<file path="src/rtl/itoa_pkg.sv">
// Shared types, constants and helper functions for the integer to ASCII formatter.
// Used by the divider and the top-level sequencer; no dependencies.
package itoa_pkg;

  localparam int VALUE_BITS_DEF = 32;
  localparam int MAX_WIDTH_DEF  = 64;

  localparam int VALUE_W  = 32;  // width of the value port
  localparam int FW_W     = 7;   // field width and pad counters
  localparam int DIGIT_W  = 4;
  localparam int RADIX_W  = 5;
  localparam int DIV_STEP = 8;   // dividend bits consumed per divider cycle
  localparam int CHAR_W   = 8;

  localparam logic [1:0] BASE_BIN = 2'd0;
  localparam logic [1:0] BASE_OCT = 2'd1;
  localparam logic [1:0] BASE_DEC = 2'd2;
  localparam logic [1:0] BASE_HEX = 2'd3;

  localparam logic [CHAR_W-1:0] CH_MINUS = 8'h2D;
  localparam logic [CHAR_W-1:0] CH_PLUS  = 8'h2B;
  localparam logic [CHAR_W-1:0] CH_ZERO  = 8'h30;
  localparam logic [CHAR_W-1:0] CH_SPACE = 8'h20;
  localparam logic [CHAR_W-1:0] CH_LOWER_A = 8'h61;
  localparam logic [CHAR_W-1:0] CH_UPPER_A = 8'h41;

  typedef struct packed {
    logic               start;
    logic [RADIX_W-1:0] radix;
  } div_req_t;

  typedef struct packed {
    logic               busy;
    logic               done;
    logic [DIGIT_W-1:0] rem;
  } div_sts_t;

  function automatic logic [RADIX_W-1:0] radix_of(input logic [1:0] sel);
    logic [RADIX_W-1:0] r;
    case (sel)
      BASE_BIN: r = 5'd2;
      BASE_OCT: r = 5'd8;
      BASE_DEC: r = 5'd10;
      BASE_HEX: r = 5'd16;
      default:  r = 5'd10;
    endcase
    return r;
  endfunction

  function automatic logic [CHAR_W-1:0] digit_char(input logic [DIGIT_W-1:0] d,
                                                   input logic upper);
    logic [CHAR_W-1:0] c;
    if (d < 4'd10) begin
      c = CH_ZERO + CHAR_W'(d);
    end else if (upper) begin
      c = CH_UPPER_A + CHAR_W'(d - 4'd10);
    end else begin
      c = CH_LOWER_A + CHAR_W'(d - 4'd10);
    end
    return c;
  endfunction

endpackage

</file>
<file path="src/rtl/itoa_ram.sv">
// Generic single-port-write, single-port-read RAM with registered read data.
// No dependencies.
module itoa_ram #(
  parameter int WIDTH = 4,
  parameter int DEPTH = 32
) (
  input  logic                     clk,
  input  logic                     we,
  input  logic [$clog2(DEPTH)-1:0] waddr,
  input  logic [WIDTH-1:0]         wdata,
  input  logic                     re,
  input  logic [$clog2(DEPTH)-1:0] raddr,
  output logic [WIDTH-1:0]         rdata
);

  logic [WIDTH-1:0] mem [DEPTH];
  logic [WIDTH-1:0] rdata_r;

  always_ff @(posedge clk) begin
    if (we) begin
      mem[waddr] <= wdata;
    end
    if (re) begin
      rdata_r <= mem[raddr];
    end
  end

  assign rdata = rdata_r;

endmodule

</file>
<file path="src/rtl/itoa_div.sv">
// Iterative divider by a small radix: eight restoring steps per cycle.
// Depends on itoa_pkg for the request and status structs.
module itoa_div #(
  parameter int VALUE_BITS = itoa_pkg::VALUE_BITS_DEF
) (
  input  logic                    clk,
  input  logic                    rst_n,
  input  itoa_pkg::div_req_t      req,
  input  logic [VALUE_BITS-1:0]   dividend,
  output itoa_pkg::div_sts_t      sts,
  output logic [VALUE_BITS-1:0]   quotient
);
  import itoa_pkg::*;

  localparam int CHUNKS = (VALUE_BITS + DIV_STEP - 1) / DIV_STEP;
  localparam int WORK_W = CHUNKS * DIV_STEP;
  localparam int CW     = $clog2(CHUNKS + 1);

  logic [WORK_W-1:0]  work_r, work_nxt, step_work;
  logic [DIGIT_W-1:0] rem_r, rem_nxt, step_rem;
  logic [RADIX_W-1:0] radix_r, radix_nxt;
  logic [CW-1:0]      cnt_r, cnt_nxt;
  logic               busy_r, busy_nxt, done_r, done_nxt;

  // one chunk of long division, most significant bit first
  always_comb begin
    logic [RADIX_W-1:0] r;
    logic [DIV_STEP-1:0] qb;
    r  = {1'b0, rem_r};
    qb = '0;
    for (int i = 0; i < DIV_STEP; i++) begin
      r = {r[DIGIT_W-1:0], work_r[WORK_W-1-i]};
      if (r >= radix_r) begin
        r = r - radix_r;
        qb[DIV_STEP-1-i] = 1'b1;
      end
    end
    step_rem  = r[DIGIT_W-1:0];
    step_work = (work_r << DIV_STEP) | WORK_W'(qb);
  end

  always_comb begin
    work_nxt  = work_r;
    rem_nxt   = rem_r;
    radix_nxt = radix_r;
    cnt_nxt   = cnt_r;
    busy_nxt  = busy_r;
    done_nxt  = 1'b0;
    if (req.start) begin
      work_nxt  = WORK_W'(dividend);
      rem_nxt   = '0;
      radix_nxt = req.radix;
      cnt_nxt   = '0;
      busy_nxt  = 1'b1;
    end else if (busy_r) begin
      work_nxt = step_work;
      rem_nxt  = step_rem;
      cnt_nxt  = cnt_r + CW'(1);
      if (cnt_r == CW'(CHUNKS - 1)) begin
        busy_nxt = 1'b0;
        done_nxt = 1'b1;
      end
    end
  end

  always_ff @(posedge clk) begin
    if (!rst_n) begin
      busy_r <= 1'b0;
      done_r <= 1'b0;
      cnt_r  <= '0;
    end else begin
      busy_r <= busy_nxt;
      done_r <= done_nxt;
      cnt_r  <= cnt_nxt;
    end
    work_r  <= work_nxt;
    rem_r   <= rem_nxt;
    radix_r <= radix_nxt;
  end

  assign quotient = work_r[VALUE_BITS-1:0];
  assign sts.busy = busy_r;
  assign sts.done = done_r;
  assign sts.rem  = rem_r;

  a_start_idle: assert property (@(posedge clk) disable iff (!rst_n)
    req.start |-> !busy_r)
    else $error("divider restarted while busy");

  a_done_follows: assert property (@(posedge clk) disable iff (!rst_n)
    busy_r && !req.start && cnt_r == CW'(CHUNKS - 1) |=> done_r)
    else $error("divider missed its done pulse");

  a_rem_range: assert property (@(posedge clk) disable iff (!rst_n)
    done_r |-> rem_r < radix_r)
    else $error("remainder not below radix");

endmodule

</file>
<file path="src/rtl/integer_to_ascii_formatter_unit.sv">
// Integer to ASCII formatter: sequencer, digit store and output register.
// Depends on itoa_pkg, itoa_div and itoa_ram.
// Digits come from the shared divider, restarted on each quotient until it is zero or the
// store is full; each remainder goes to the digit store and is read back most significant first.
// Output: one character per cycle while the output is not stalled; no new request
// is accepted until the last character has been emitted.
// Reset (synchronous, rst_n low) idles the sequencer and divider and empties the output.
module integer_to_ascii_formatter_unit #(
  parameter int VALUE_BITS = itoa_pkg::VALUE_BITS_DEF,
  parameter int MAX_WIDTH  = itoa_pkg::MAX_WIDTH_DEF
) (
  input  logic                          clk,
  input  logic                          rst_n,
  input  logic                          in_valid,
  output logic                          in_stall,
  input  logic [itoa_pkg::VALUE_W-1:0]  in_value,
  input  logic [1:0]                    in_base_select,
  input  logic                          in_is_signed,
  input  logic [itoa_pkg::FW_W-1:0]     in_field_width,
  input  logic                          in_left_align,
  input  logic                          in_zero_pad,
  input  logic                          in_plus_sign,
  input  logic                          in_space_sign,
  input  logic                          in_uppercase,
  output logic                          out_valid,
  input  logic                          out_stall,
  output logic [itoa_pkg::CHAR_W-1:0]   out_char,
  output logic                          out_last
);
  import itoa_pkg::*;

  localparam int ADDR_W = $clog2(VALUE_BITS);
  localparam int CNT_W  = $clog2(VALUE_BITS + 1);
  localparam int EC_W   = $clog2(MAX_WIDTH + 1);

  typedef enum logic [2:0] {
    S_IDLE, S_DIV, S_WAIT, S_FETCH, S_PAD, S_SIGN, S_DIGITS, S_TRAIL
  } state_t;

  state_t              state_r, state_nxt;
  logic [VALUE_BITS-1:0] mag_r, mag_nxt;
  logic [1:0]          base_r, base_nxt;
  logic                upper_r, upper_nxt, left_r, left_nxt, zero_r, zero_nxt;
  logic                has_sign_r, has_sign_nxt;
  logic [CHAR_W-1:0]   sign_char_r, sign_char_nxt;
  logic [FW_W-1:0]     width_r, width_nxt;
  logic [CNT_W-1:0]    count_r, count_nxt;
  logic [FW_W-1:0]     pad_r, pad_nxt;
  logic [EC_W-1:0]     emit_cnt_r, emit_cnt_nxt;
  logic                out_valid_r, out_valid_nxt, out_last_r, out_last_nxt;
  logic [CHAR_W-1:0]   out_char_r, out_char_nxt;

  div_req_t              div_req;
  div_sts_t              div_sts;
  logic [VALUE_BITS-1:0] dividend, quotient;

  logic                ram_we, ram_re;
  logic [ADDR_W-1:0]   ram_raddr;
  logic [DIGIT_W-1:0]  ram_rdata;

  logic [VALUE_BITS-1:0] v_ext;
  logic                neg, adv, trunc, fin;
  logic [CNT_W-1:0]    count_inc, count_m1, count_m2;
  logic [FW_W-1:0]     len;

  itoa_div #(.VALUE_BITS(VALUE_BITS)) u_div (
    .clk      (clk),
    .rst_n    (rst_n),
    .req      (div_req),
    .dividend (dividend),
    .sts      (div_sts),
    .quotient (quotient)
  );

  itoa_ram #(.WIDTH(DIGIT_W), .DEPTH(VALUE_BITS)) u_digits (
    .clk   (clk),
    .we    (ram_we),
    .waddr (count_r[ADDR_W-1:0]),
    .wdata (div_sts.rem),
    .re    (ram_re),
    .raddr (ram_raddr),
    .rdata (ram_rdata)
  );

  assign v_ext     = VALUE_BITS'(in_value);
  assign neg       = in_is_signed && v_ext[VALUE_BITS-1];
  assign adv       = !out_valid_r || !out_stall;
  assign trunc     = (emit_cnt_r == EC_W'(MAX_WIDTH - 1));
  assign count_inc = count_r + CNT_W'(1);
  assign count_m1  = count_r - CNT_W'(1);
  assign count_m2  = count_r - CNT_W'(2);
  assign len       = FW_W'(count_inc) + FW_W'(has_sign_r);
  assign fin       = (count_r == CNT_W'(1)) && (pad_r == '0);

  always_comb begin
    state_nxt     = state_r;
    mag_nxt       = mag_r;
    base_nxt      = base_r;
    upper_nxt     = upper_r;
    left_nxt      = left_r;
    zero_nxt      = zero_r;
    has_sign_nxt  = has_sign_r;
    sign_char_nxt = sign_char_r;
    width_nxt     = width_r;
    count_nxt     = count_r;
    pad_nxt       = pad_r;
    emit_cnt_nxt  = emit_cnt_r;
    out_valid_nxt = out_valid_r && out_stall;
    out_char_nxt  = out_char_r;
    out_last_nxt  = out_last_r;
    div_req.start = 1'b0;
    div_req.radix = radix_of(base_r);
    dividend      = mag_r;
    ram_we        = 1'b0;
    ram_re        = 1'b0;
    ram_raddr     = count_m1[ADDR_W-1:0];

    case (state_r)
      S_IDLE: begin
        if (in_valid) begin
          mag_nxt      = neg ? (~v_ext) + VALUE_BITS'(1) : v_ext;
          base_nxt     = in_base_select;
          upper_nxt    = in_uppercase;
          left_nxt     = in_left_align;
          zero_nxt     = in_zero_pad;
          has_sign_nxt = neg || in_plus_sign || in_space_sign;
          if (neg) begin
            sign_char_nxt = CH_MINUS;
          end else if (in_plus_sign) begin
            sign_char_nxt = CH_PLUS;
          end else begin
            sign_char_nxt = CH_SPACE;
          end
          width_nxt    = (in_field_width > FW_W'(MAX_WIDTH)) ? FW_W'(MAX_WIDTH)
                                                             : in_field_width;
          count_nxt    = '0;
          emit_cnt_nxt = '0;
          state_nxt    = S_DIV;
        end
      end
      S_DIV: begin
        div_req.start = 1'b1;
        state_nxt     = S_WAIT;
      end
      S_WAIT: begin
        if (div_sts.done) begin
          ram_we    = 1'b1;
          count_nxt = count_inc;
          if (quotient == '0 || count_inc == CNT_W'(VALUE_BITS)) begin
            pad_nxt   = (width_r > len) ? width_r - len : '0;
            state_nxt = S_FETCH;
          end else begin
            // chain the next digit straight off the quotient
            div_req.start = 1'b1;
            dividend      = quotient;
          end
        end
      end
      S_FETCH: begin
        ram_re = 1'b1;
        if (!left_r && pad_r != '0) begin
          state_nxt = S_PAD;
        end else if (has_sign_r) begin
          state_nxt = S_SIGN;
        end else begin
          state_nxt = S_DIGITS;
        end
      end
      S_PAD: begin
        if (adv) begin
          out_valid_nxt = 1'b1;
          out_char_nxt  = zero_r ? CH_ZERO : CH_SPACE;
          out_last_nxt  = trunc;
          emit_cnt_nxt  = emit_cnt_r + EC_W'(1);
          pad_nxt       = pad_r - FW_W'(1);
          if (trunc) begin
            state_nxt = S_IDLE;
          end else if (pad_r == FW_W'(1)) begin
            state_nxt = has_sign_r ? S_SIGN : S_DIGITS;
          end
        end
      end
      S_SIGN: begin
        if (adv) begin
          out_valid_nxt = 1'b1;
          out_char_nxt  = sign_char_r;
          out_last_nxt  = trunc;
          emit_cnt_nxt  = emit_cnt_r + EC_W'(1);
          state_nxt     = trunc ? S_IDLE : S_DIGITS;
        end
      end
      S_DIGITS: begin
        if (adv) begin
          out_valid_nxt = 1'b1;
          out_char_nxt  = digit_char(ram_rdata, upper_r);
          out_last_nxt  = trunc || fin;
          emit_cnt_nxt  = emit_cnt_r + EC_W'(1);
          count_nxt     = count_m1;
          // prefetch the next digit down
          if (count_r != CNT_W'(1)) begin
            ram_re    = 1'b1;
            ram_raddr = count_m2[ADDR_W-1:0];
          end
          if (trunc || fin) begin
            state_nxt = S_IDLE;
          end else if (count_r == CNT_W'(1)) begin
            state_nxt = S_TRAIL;
          end
        end
      end
      S_TRAIL: begin
        if (adv) begin
          out_valid_nxt = 1'b1;
          out_char_nxt  = CH_SPACE;
          out_last_nxt  = trunc || (pad_r == FW_W'(1));
          emit_cnt_nxt  = emit_cnt_r + EC_W'(1);
          pad_nxt       = pad_r - FW_W'(1);
          if (trunc || pad_r == FW_W'(1)) begin
            state_nxt = S_IDLE;
          end
        end
      end
      default: begin
        state_nxt = S_IDLE;
      end
    endcase
  end

  always_ff @(posedge clk) begin
    if (!rst_n) begin
      state_r     <= S_IDLE;
      out_valid_r <= 1'b0;
      count_r     <= '0;
      pad_r       <= '0;
      emit_cnt_r  <= '0;
    end else begin
      state_r     <= state_nxt;
      out_valid_r <= out_valid_nxt;
      count_r     <= count_nxt;
      pad_r       <= pad_nxt;
      emit_cnt_r  <= emit_cnt_nxt;
    end
    mag_r       <= mag_nxt;
    base_r      <= base_nxt;
    upper_r     <= upper_nxt;
    left_r      <= left_nxt;
    zero_r      <= zero_nxt;
    has_sign_r  <= has_sign_nxt;
    sign_char_r <= sign_char_nxt;
    width_r     <= width_nxt;
    out_char_r  <= out_char_nxt;
    out_last_r  <= out_last_nxt;
  end

  assign in_stall  = (state_r != S_IDLE);
  assign out_valid = out_valid_r;
  assign out_char  = out_char_r;
  assign out_last  = out_last_r;

  a_accept_starts: assert property (@(posedge clk) disable iff (!rst_n)
    in_valid && !in_stall |=> state_r == S_DIV)
    else $error("accepted request did not start division");

  a_digits_left: assert property (@(posedge clk) disable iff (!rst_n)
    state_r == S_DIGITS |-> count_r != '0)
    else $error("digit phase with empty digit store");

  a_idle_div: assert property (@(posedge clk) disable iff (!rst_n)
    !in_stall |-> !div_sts.busy)
    else $error("divider busy while ready for a request");

endmodule
</file>
<file path="config.mk">
export PLATFORM = sky130hd
export DESIGN_NAME = integer_to_ascii_formatter_unit
export DESIGN_NICKNAME = d
export VERILOG_FILES = /design/src/rtl/itoa_pkg.sv /design/src/rtl/itoa_ram.sv /design/src/rtl/itoa_div.sv /design/src/rtl/integer_to_ascii_formatter_unit.sv
export SDC_FILE = /design/constraint.sdc
export NUM_CORES = 1
export LEC_CHECK = 0
export BUFFER_PORTS_ARGS = -buffer_cell sky130_fd_sc_hd__buf_2
export CORE_MARGIN = 3
export CORE_UTILIZATION = 40
export CTS_BUF_LIST = sky130_fd_sc_hd__clkbuf_8
export CTS_CLUSTER_DIAMETER = 40
export DETAILED_ROUTE_END_ITERATION = 10
export HOLD_SLACK_MARGIN = 0.02
export PLACE_DENSITY = 0.55
export SETUP_SLACK_MARGIN = 0.02
export SYNTH_ARGS = -nofsm -noshare
export SYNTH_HDL_FRONTEND = slang
export SYNTH_SLANG_ARGS = --single-unit
</file>
<file path="constraint.sdc">
create_clock -name clk -period 21.7 [get_ports clk]
set_input_delay 1.085 -clock clk [delete_from_list [all_inputs] [get_ports clk]]
set_output_delay 1.085 -clock clk [all_outputs]
set_load 0.03 [all_outputs]
</file>
==> results of run 1 <==
-- final timing paths --
| kind | cells past startpoint | end | startpoint | slack, ns |
|---|---|---|---|---|
| max | 50 | u_div.rem_r[2] | u_div.rem_r[0] | 8.90 |
| min | 2 | pad_r[5] | pad_r[5] | 0.47 |
| max reg2reg | 50 | u_div.rem_r[2] | u_div.rem_r[0] | 8.90 |
| min reg2reg | 2 | pad_r[5] | pad_r[5] | 0.47 |
-- layout make-up --
| class | instances | share of cell area [%] |
|---|---|---|
| Inverter | 50 | 1.26 |
| Sequential cell | 257 | 49.6 |
| Timing Repair Buffer | 70 | 2.50 |
| Clock inverter | 37 | 1.86 |
| Clock buffer | 49 | 4.53 |
| Multi-Input combinational cell | 756 | 36.6 |
| Tap cell | 435 | 3.65 |
-- sequential cells by signal (all words and copies together) (netlist names) --
signal / cells
upper_r: 1
sign_char_r: 3
left_r: 1
u_digits.rdata: 4
out_last: 1
mag_r: 32
out_valid: 1
has_sign_r: 1
count_r: 6
u_div.busy_r: 1
u_digits.mem: 128
state_r: 3
u_div.quotient: 32
u_div.rem_r: 4
width_r: 7
u_div.cnt_r: 3
u_div.done_r: 1
base_r: 2
zero_r: 1
u_div.radix_r: 3
emit_cnt_r: 7
out_char: 8
pad_r: 7
-- through the flow --
step | cells | hold slack (ns) | util [%] | setup slack, ns | area [um2]
final | 1654 | 0.470 | 46.6 | 8.90 | 14900
after global routing | 1654 | 0.489 | 46.6 | 7.91 | 14900
after CTS | 1654 | 0.470 | 46.6 | 8.92 | 14900
after detailed placement | 1568 | 0.464 | 43.6 | 8.97 | 14000
after global placement | 1568 | 0.449 | 43.6 | 9.34 | 14000
after floorplan | 1099 | 0.436 | - | 10.41 | 13100
-- worst max-delay path: cells and delay by family, from the launching register on --
kind / cells / cell delay (ns)
AOI/OAI and AO/OA: 20 / 4.41
adders and majority gates: 9 / 2.55
buffers and inverters: 1 / 0.11
DFF: 1 / 1.11
muxes: 6 / 1.84
and+or+nand+nor: 14 / 2.72
-- layout by cell type (no fill, tap or decap), drive strengths merged, types with 5 or more instances in the layout --
| master | count |
|---|---|
| o211a | 5 |
| mux2i | 20 |
| clkbuf | 49 |
| a21boi | 6 |
| nor3 | 17 |
| ha | 65 |
| nand2b | 13 |
| dfxtp | 33 |
| o21ai | 60 |
| nand4 | 9 |
| or3 | 9 |
| edfxtp | 224 |
| clkinv | 22 |
| nor2b | 23 |
| o21a | 5 |
| or2 | 5 |
| o211ai | 6 |
| and4 | 5 |
| inv | 57 |
| mux2 | 16 |
| buf | 70 |
| xor2 | 29 |
| a21oi | 40 |
| xnor2 | 38 |
| mux4 | 32 |
| a21o | 7 |
| nor2 | 88 |
| nand3 | 21 |
| nand2 | 160 |
| o31ai | 7 |
| nor4 | 12 |
| and2 | 15 |
-- layer usage --
layer | share of wire [%] | vias up
met3 | 5.2 | 50
met2 | 45 | 227
met1 | 47 | 4085
met5 | 0 | -
met4 | 2.2 | 0
li1 | - | 4192
-- logic make-up after synthesis --
logic type | Yosys count | share of synthesized area (%)
compound gates | 162 | 8.08
xor+xnor | 67 | 4.47
fa+ha+maj | 66 | 6.34
buf+inv | 86 | 2.50
flops | 257 | 56.2
mux | 68 | 8.44
simple gates | 393 | 13.9
==> impl_metrics.ini, run 1 <==
[timing]
setup_viol_count_final = 0
slew_headroom_pct = 20.3
rsz0062_at_grt = no
fin_crit_sh_pct = 59.0
skew_ns = 0.0287
fin_crit_ns = 12.80
finalSetupTns_ns = 0
finalHoldViolations = 0
tightest_slew_ns = 1.19
fmax_mhz = 78.1
slew_viol_final = 0

[synthesis]
synth_area_leaders = edfxtp_1 (51%), ha_1 (6.2%), mux4_2 (5.5%)
netlist_top_cells_count = edfxtp_1 (224), nand2_1 (160), nor2_1 (88), ha_1 (65), o21ai_0 (53)
synth.top_cell.area_share_pct = 51.2
ys_seq_area_share_pct = 56.2
synth_top_area_cell = edfxtp_1
ys.flop_type = edfxtp_1
netlist_area_um2 = 13100
ys_seq_elements = 257
syn-num-nets = 1216
yosys.cell_types.count = 66
async_flop_share_pct = 0
syn_inst = 1099
postSynthAreaPerCell_um2 = 12.0
synth_edf_count = 224
ys_warn_count = 0
yosysMostFrequentCell = edfxtp_1

[cts]
cts_tree = yes
clock_latency_ns = 0.55
cts.clk_slew.worst_paths_ns = 0.06
post-cts-setup-buffers = 0
clock_sinks = 257
root_buffer = clkbuf_8
ctsHoldBuffers = 0
post_cts_resized = 0
cts_made_buffers = 47
clock_path_buffers = 3
cts_max_level = 2

[hold_path]
hp-class = reg2reg

[drt]
post_drt_wl_per_cell_um = 17.2
drt_iter0_drc = 567
drt_wl_total_mm = 28.4
via_per_inst = 5.17
drcViolationCount = 0
num_vias = 8554
drt.antenna.violating_nets = 0
firstDrtPassIters = 5

[worst_setup_path]
cp_slowest_cell = dfxtp_1
cp_max_fo = 36
timing.critical_path.mode_cell = ha_1
worstSetupStartpointType = register
end_kind = register
worstSetupPathType = reg2reg
cp.arrival_ns = 13.26
slowest_delay_ns = 1.11
required_ns = 22.16

[job]
max_cap_viol_count = 0

[die]
die_w_um = 187
rows = 65
fp.dieH_um = 187
core_um2 = 32000
io_pins = 62
initial_core_util_pct = 41.1
dieArea_um2 = 35000

[cells_and_area]
layout-drive-gt1-share_pct = 16.7
multi_input_area_um2 = 5460
antenna_cells = 0
fin_nets = 1299
areaGrowthSynthToFinish_pct = 13.5
fillCellCount = 2930
area.sequential_um2 = 7390

[grt]
grt_util_met3_pct = 2.83
globalRouteMet1Util_pct = 22.9
grt_pass1_wl_mm = 45.0
grt_pass1_vias = 8521
antenna_found_initial = 0
grt_max_degree = 49
grt_overflow_total = 0
top_usage_layer = met2
gr-usage-met2_pct = 25.0
grt_usage_pct = 16.0

[place]
io_buffer_count = 61
gp_congestion = 0.859
dp_hpwl_mm = 19.5

[status]
status = completed
Power of run 1 is left out: the tool's default activity adds up to more than one toggle a clock period on the data nets, which glitch-free logic cannot reach.
==> run 2, diff against run 1 <==
--- a/config.mk
+++ b/config.mk
@@ -12,7 +12,7 @@
 export CTS_CLUSTER_DIAMETER = 40
 export DETAILED_ROUTE_END_ITERATION = 10
 export HOLD_SLACK_MARGIN = 0.02
-export PLACE_DENSITY = 0.55
+export PLACE_DENSITY = 0.57
 export SETUP_SLACK_MARGIN = 0.02
 export SYNTH_ARGS = -nofsm -noshare
 export SYNTH_HDL_FRONTEND = slang
==> constraint.sdc (replaced) <==
create_clock -name clk -period 10.3 [get_ports clk]
set_input_delay 0.515 -clock clk [delete_from_list [all_inputs] [get_ports clk]]
set_output_delay 0.515 -clock clk [all_outputs]
set_load 0.03 [all_outputs]
==> run 2 against run 1 <==
  * Wire length rose by 2.1%
  * Register-to-register slack lost 8.8 ns
  * Core utilization increased by 2.0 points
  * Non-clock buffer count increased by 56
  * Clock-buffer cell count is 5 lower
  * Critical path depth up 2
  * Cell count is 2.9% higher
  * Via count is 2.9% higher
  * Sequential cell count unchanged
  * Die area did not move
  * Worst setup slack worse by 8.8 ns
  * Sequential share of layout area is 2.0 points lower
  * Critical endpoint unchanged
==> impl_metrics.ini, run 2 (same netlist as run 1, synthesis figures left out) <==
[status]
status = completed

[drt]
drcViolationCount = 0
drt_iter0_drc = 494
drt_wl_total_mm = 29.0
drt.antenna.violating_nets = 0
via_per_inst = 5.17
num_vias = 8800
firstDrtPassIters = 5
post_drt_wl_per_cell_um = 17.0

[place]
dp_hpwl_mm = 19.5
io_buffer_count = 61
gp_congestion = 0.845
placed_area_um2 = 14200

[cells_and_area]
areaGrowthSynthToFinish_pct = 18.3
fillCellCount = 2858
layout-drive-gt1-share_pct = 24.2
antenna_cells = 0
final_area_um2 = 15500
largest_reg_flops = 128
fin_nets = 1352
final_common_cell = edfxtp_1
final_cell_mix = edfxtp_1 (224), nand2_1 (159), nor2_1 (83), buf_4 (62), buf_2 (61)
largest_register = u_digits.mem

[worst_setup_path]
end_kind = register
worstSetupPathType = reg2reg
worstSetupStartpointType = register
timing.critical_path.mode_cell = ha_4
slowest_delay_ns = 0.43
cp_max_fo = 5
crit_buf_inv = 2
critPathTopFamily = simple AND/OR/NAND/NOR gates
required_ns = 10.74
cp.arrival_ns = 10.63
cp_slowest_cell = or3_4

[grt]
grt_pass1_vias = 8937
grt_overflow_total = 0
grt_max_degree = 49
grt_pass1_wl_mm = 46.6
antenna_found_initial = 0
grt_usage_pct = 16.4

[cts]
cts.clk_slew.worst_paths_ns = 0.06
ctsHoldBuffers = 0
clock_path_buffers = 3
cts_max_level = 2
cts_tree = yes
root_buffer = clkbuf_8
cts_made_buffers = 44
clock_sinks = 257
clock_latency_ns = 0.55

[timing]
timing.hold.ws_ns = 0.134
skew_ns = 0.0289
slew_viol_final = 0
fin_crit_ns = 10.19
rsz0062_at_grt = yes
finalSetupTns_ns = 0
finalHoldViolations = 0
slew_headroom_pct = 28.7
fmax_mhz = 98.1
setup_viol_count_final = 0
fin_crit_sh_pct = 98.9
tightest_slew_ns = 1.06

[job]
max_cap_viol_count = 0

[die]
die_w_um = 187
fp.dieH_um = 187
rows = 65
initial_core_util_pct = 41.1
core_um2 = 32000
dieArea_um2 = 35000
io_pins = 62

[hold_path]
hp-class = in2reg
run 2: cell count changes in the layout (fill, tap and decap cells not counted), moves of 5 or more:
| cell | delta |
|---|---|
| nor2_1 | -5 |
| clkinv_1 | -5 |
| buf_4 | +53 |
| ha_1 | -10 |
| clkbuf_8 | -5 |
| o21ai_0 | -7 |
| a21oi_1 | -7 |
| ha_4 | +7 |
run 2: final cells by class:
type | instances | area [um2] | area share [%]
clock inverter | 34 | 233 | 1.50
tap | 435 | 544 | 3.50
multi-input combinational | 756 | 5760 | 37.1
clock buffer | 44 | 606 | 3.90
inverter | 50 | 188 | 1.21
timing repair buffer | 126 | 805 | 5.18
sequential | 257 | 7390 | 47.6
run 2: worst paths after layout:
check	start	end	slack [ns]	cells after the start
max	u_div.rem_r[0]	u_div.rem_r[2]	0.11	52
min	in_zero_pad	zero_r	0.13	1
max reg2reg	u_div.rem_r[0]	u_div.rem_r[2]	0.11	52
min reg2reg	pad_r[5]	pad_r[5]	0.47	2
run 2: stage by stage:
stage                     utilization (%)  std cells  worst slack (ns)
after floorplan                         -       1099            0.0239
after global placement               44.5       1591            0.0702
after detailed placement             44.5       1591            -0.164
after CTS                            47.6       1687            0.0518
after global routing                 48.6       1702            -0.396
final                                48.6       1702             0.109
run 2: timing repair:
action / in CTS / in global routing
pin swaps: 11 / 36
gates resized for setup: 7 / 43
endpoints found under the setup margin: 4 / 4
buffers inserted: 18 / 15
endpoints found under the hold margin: 0 / 0
run 2: metal layers:
| metal | part of all wire (%) | global-route usage [%] | up-vias |
|---|---|---|---|
| met5 | 0 | 0 | - |
| met4 | 1.9 | 4.36 | 0 |
| met3 | 3.8 | 2.42 | 41 |
| met2 | 48 | 27.7 | 198 |
| met1 | 46 | 22.1 | 4279 |
| li1 | - | - | 4282 |
Power of run 2 is left out for the same reason.
==> run 3, diff against run 2 <==
--- a/config.mk
+++ b/config.mk
@@ -12,7 +12,7 @@
 export CTS_CLUSTER_DIAMETER = 40
 export DETAILED_ROUTE_END_ITERATION = 10
 export HOLD_SLACK_MARGIN = 0.02
-export PLACE_DENSITY = 0.57
+export PLACE_DENSITY = 0.55
 export SETUP_SLACK_MARGIN = 0.02
 export SYNTH_ARGS = -nofsm -noshare
 export SYNTH_HDL_FRONTEND = slang
==> constraint.sdc (replaced) <==
create_clock -name clk -period 9.6 [get_ports clk]
set_input_delay 0.48 -clock clk [delete_from_list [all_inputs] [get_ports clk]]
set_output_delay 0.48 -clock clk [all_outputs]
set_load 0.03 [all_outputs]
==> run 3 against run 2 <==
  * Highest routed layer unchanged
  * Wire length increased by 2.2%
  * Sequential cell count stayed put
  * The flow now finishes with violations (negative setup slack)
  * Worst setup slack worse by 0.60 ns
  * Critical path type unchanged
  * Global-route usage grew 0.17 points
==> impl_metrics.ini, run 3 (same netlist as run 1, synthesis figures left out) <==
[timing]
skew_ns = 0.0264
finalHoldViolations = 0
rsz0062_at_grt = yes
slew_viol_final = 0
slew_headroom_pct = 18.0
tightest_slew_ns = 1.23
fmax_mhz = 99.1
finalSetupTns_ns = -1.65
fin_crit_ns = 10.09
setup_viol_count_final = 4
fin_crit_sh_pct = 105
worst_slack_ns = -0.495

[cells_and_area]
final_area_um2 = 15900
layout-drive-gt1-share_pct = 26.8
stdcell_count = 1748
final_cell_mix = edfxtp_1 (224), nand2_1 (158), buf_4 (101), nor2_1 (81), buf_2 (61)
areaGrowthSynthToFinish_pct = 21.1
antenna_cells = 0
fillCellCount = 2857
fin_nets = 1393
largest_register = u_digits.mem
largest_reg_flops = 128
multi_input_area_um2 = 5770
area.sequential_um2 = 7390
final_common_cell = edfxtp_1

[worst_setup_path]
worstSetupPathType = reg2reg
cp_max_fo = 5
required_ns = 10.05
slowest_delay_ns = 0.41
worstSetupStartpointType = register
end_kind = register
cp.arrival_ns = 10.55
cp_slowest_cell = or3_4

[job]
max_cap_viol_count = 0

[drt]
num_vias = 8903
firstDrtPassIters = 7
drt_iter0_drc = 604
drcViolationCount = 0
via_per_inst = 5.09
drt_wl_total_mm = 29.6
post_drt_wl_per_cell_um = 17.0
drt.antenna.violating_nets = 0

[cts]
clock_sinks = 257
cts_max_level = 2
ctsHoldBuffers = 0
cts.clk_slew.worst_paths_ns = 0.06
cts_made_buffers = 46
root_buffer = clkbuf_8
clock_latency_ns = 0.56
cts_tree = yes
clock_path_buffers = 3

[die]
rows = 65
initial_core_util_pct = 41.1
fp.dieH_um = 187
die_w_um = 187
core_um2 = 32000
io_pins = 62
dieArea_um2 = 35000

[grt]
grt_usage_pct = 16.5
grt_pass1_vias = 8961
antenna_found_initial = 0
grt_max_degree = 49
grt_overflow_total = 0
grt_pass1_wl_mm = 46.8

[hold_path]
hp-class = in2reg

[place]
gp_congestion = 0.853
dp_slack_ns = -0.640
placed_area_um2 = 14600
io_buffer_count = 61
dp_cells = 1631
dp_hpwl_mm = 20.1

[status]
violations = negative setup slack
status = finished with violations
==> run 3: changes by cell type in the layout (fill, tap and decap cells not counted), moves of 2 or more <==
cell      previous run  this run
o21ai_4              1         3
buf_4               62       101
clkinv_4             0         2
nor2_1              83        81
clkbuf_8            44        47
nor2_2               2         5
==> run 3: repair_timing <==
| action | in CTS | in global routing |
|---|---|---|
| endpoints found under the setup margin | 4 | 4 |
| resized for setup | 20 | 23 |
| pin swaps | 36 | 35 |
| setup buffers | 18 | 14 |
==> run 3: layer usage <==
metal	track usage, %	wire length [um]
met1	22.8	13800
met5	0	0
met3	2.83	1300
met2	27.2	14100
met4	4.39	522
==> run 3: cell type report <==
class	count	area share [%]
Timing Repair Buffer	165	6.90
Multi-Input combinational cell	756	36.3
Inverter	50	1.18
Sequential cell	257	46.5
Clock inverter	38	1.71
Clock buffer	47	4.07
Tap cell	435	3.42
==> run 3: worst paths after layout <==
check	startpoint	to	slack, ns	cells after the start
worst min-delay path	in_zero_pad	zero_r	0.1	1
worst max register to register	u_div.radix_r[1]	u_div.rem_r[2]	-0.49	53
worst max-delay path	u_div.radix_r[1]	u_div.rem_r[2]	-0.49	53
worst min register to register	pad_r[5]	pad_r[5]	0.47	2
==> run 3: critical path: cells and delay by family (launching register included) <==
family / cells / cell delay, ns
mux: 6 / 1.67
flops: 1 / 0.40
compound gates: 17 / 2.60
simple gates: 17 / 2.64
buf+inv: 4 / 0.44
fa+ha+maj: 9 / 2.26
==> run 3: stage by stage <==
stage	hold WS, ns	util (%)
after floorplan	0.436	-
after global placement	0.450	45.6
after detailed placement	0.467	45.6
after CTS	0.0598	49.1
after global routing	0.0708	49.8
final	0.0990	49.8
Power of run 3 is left out for the same reason.
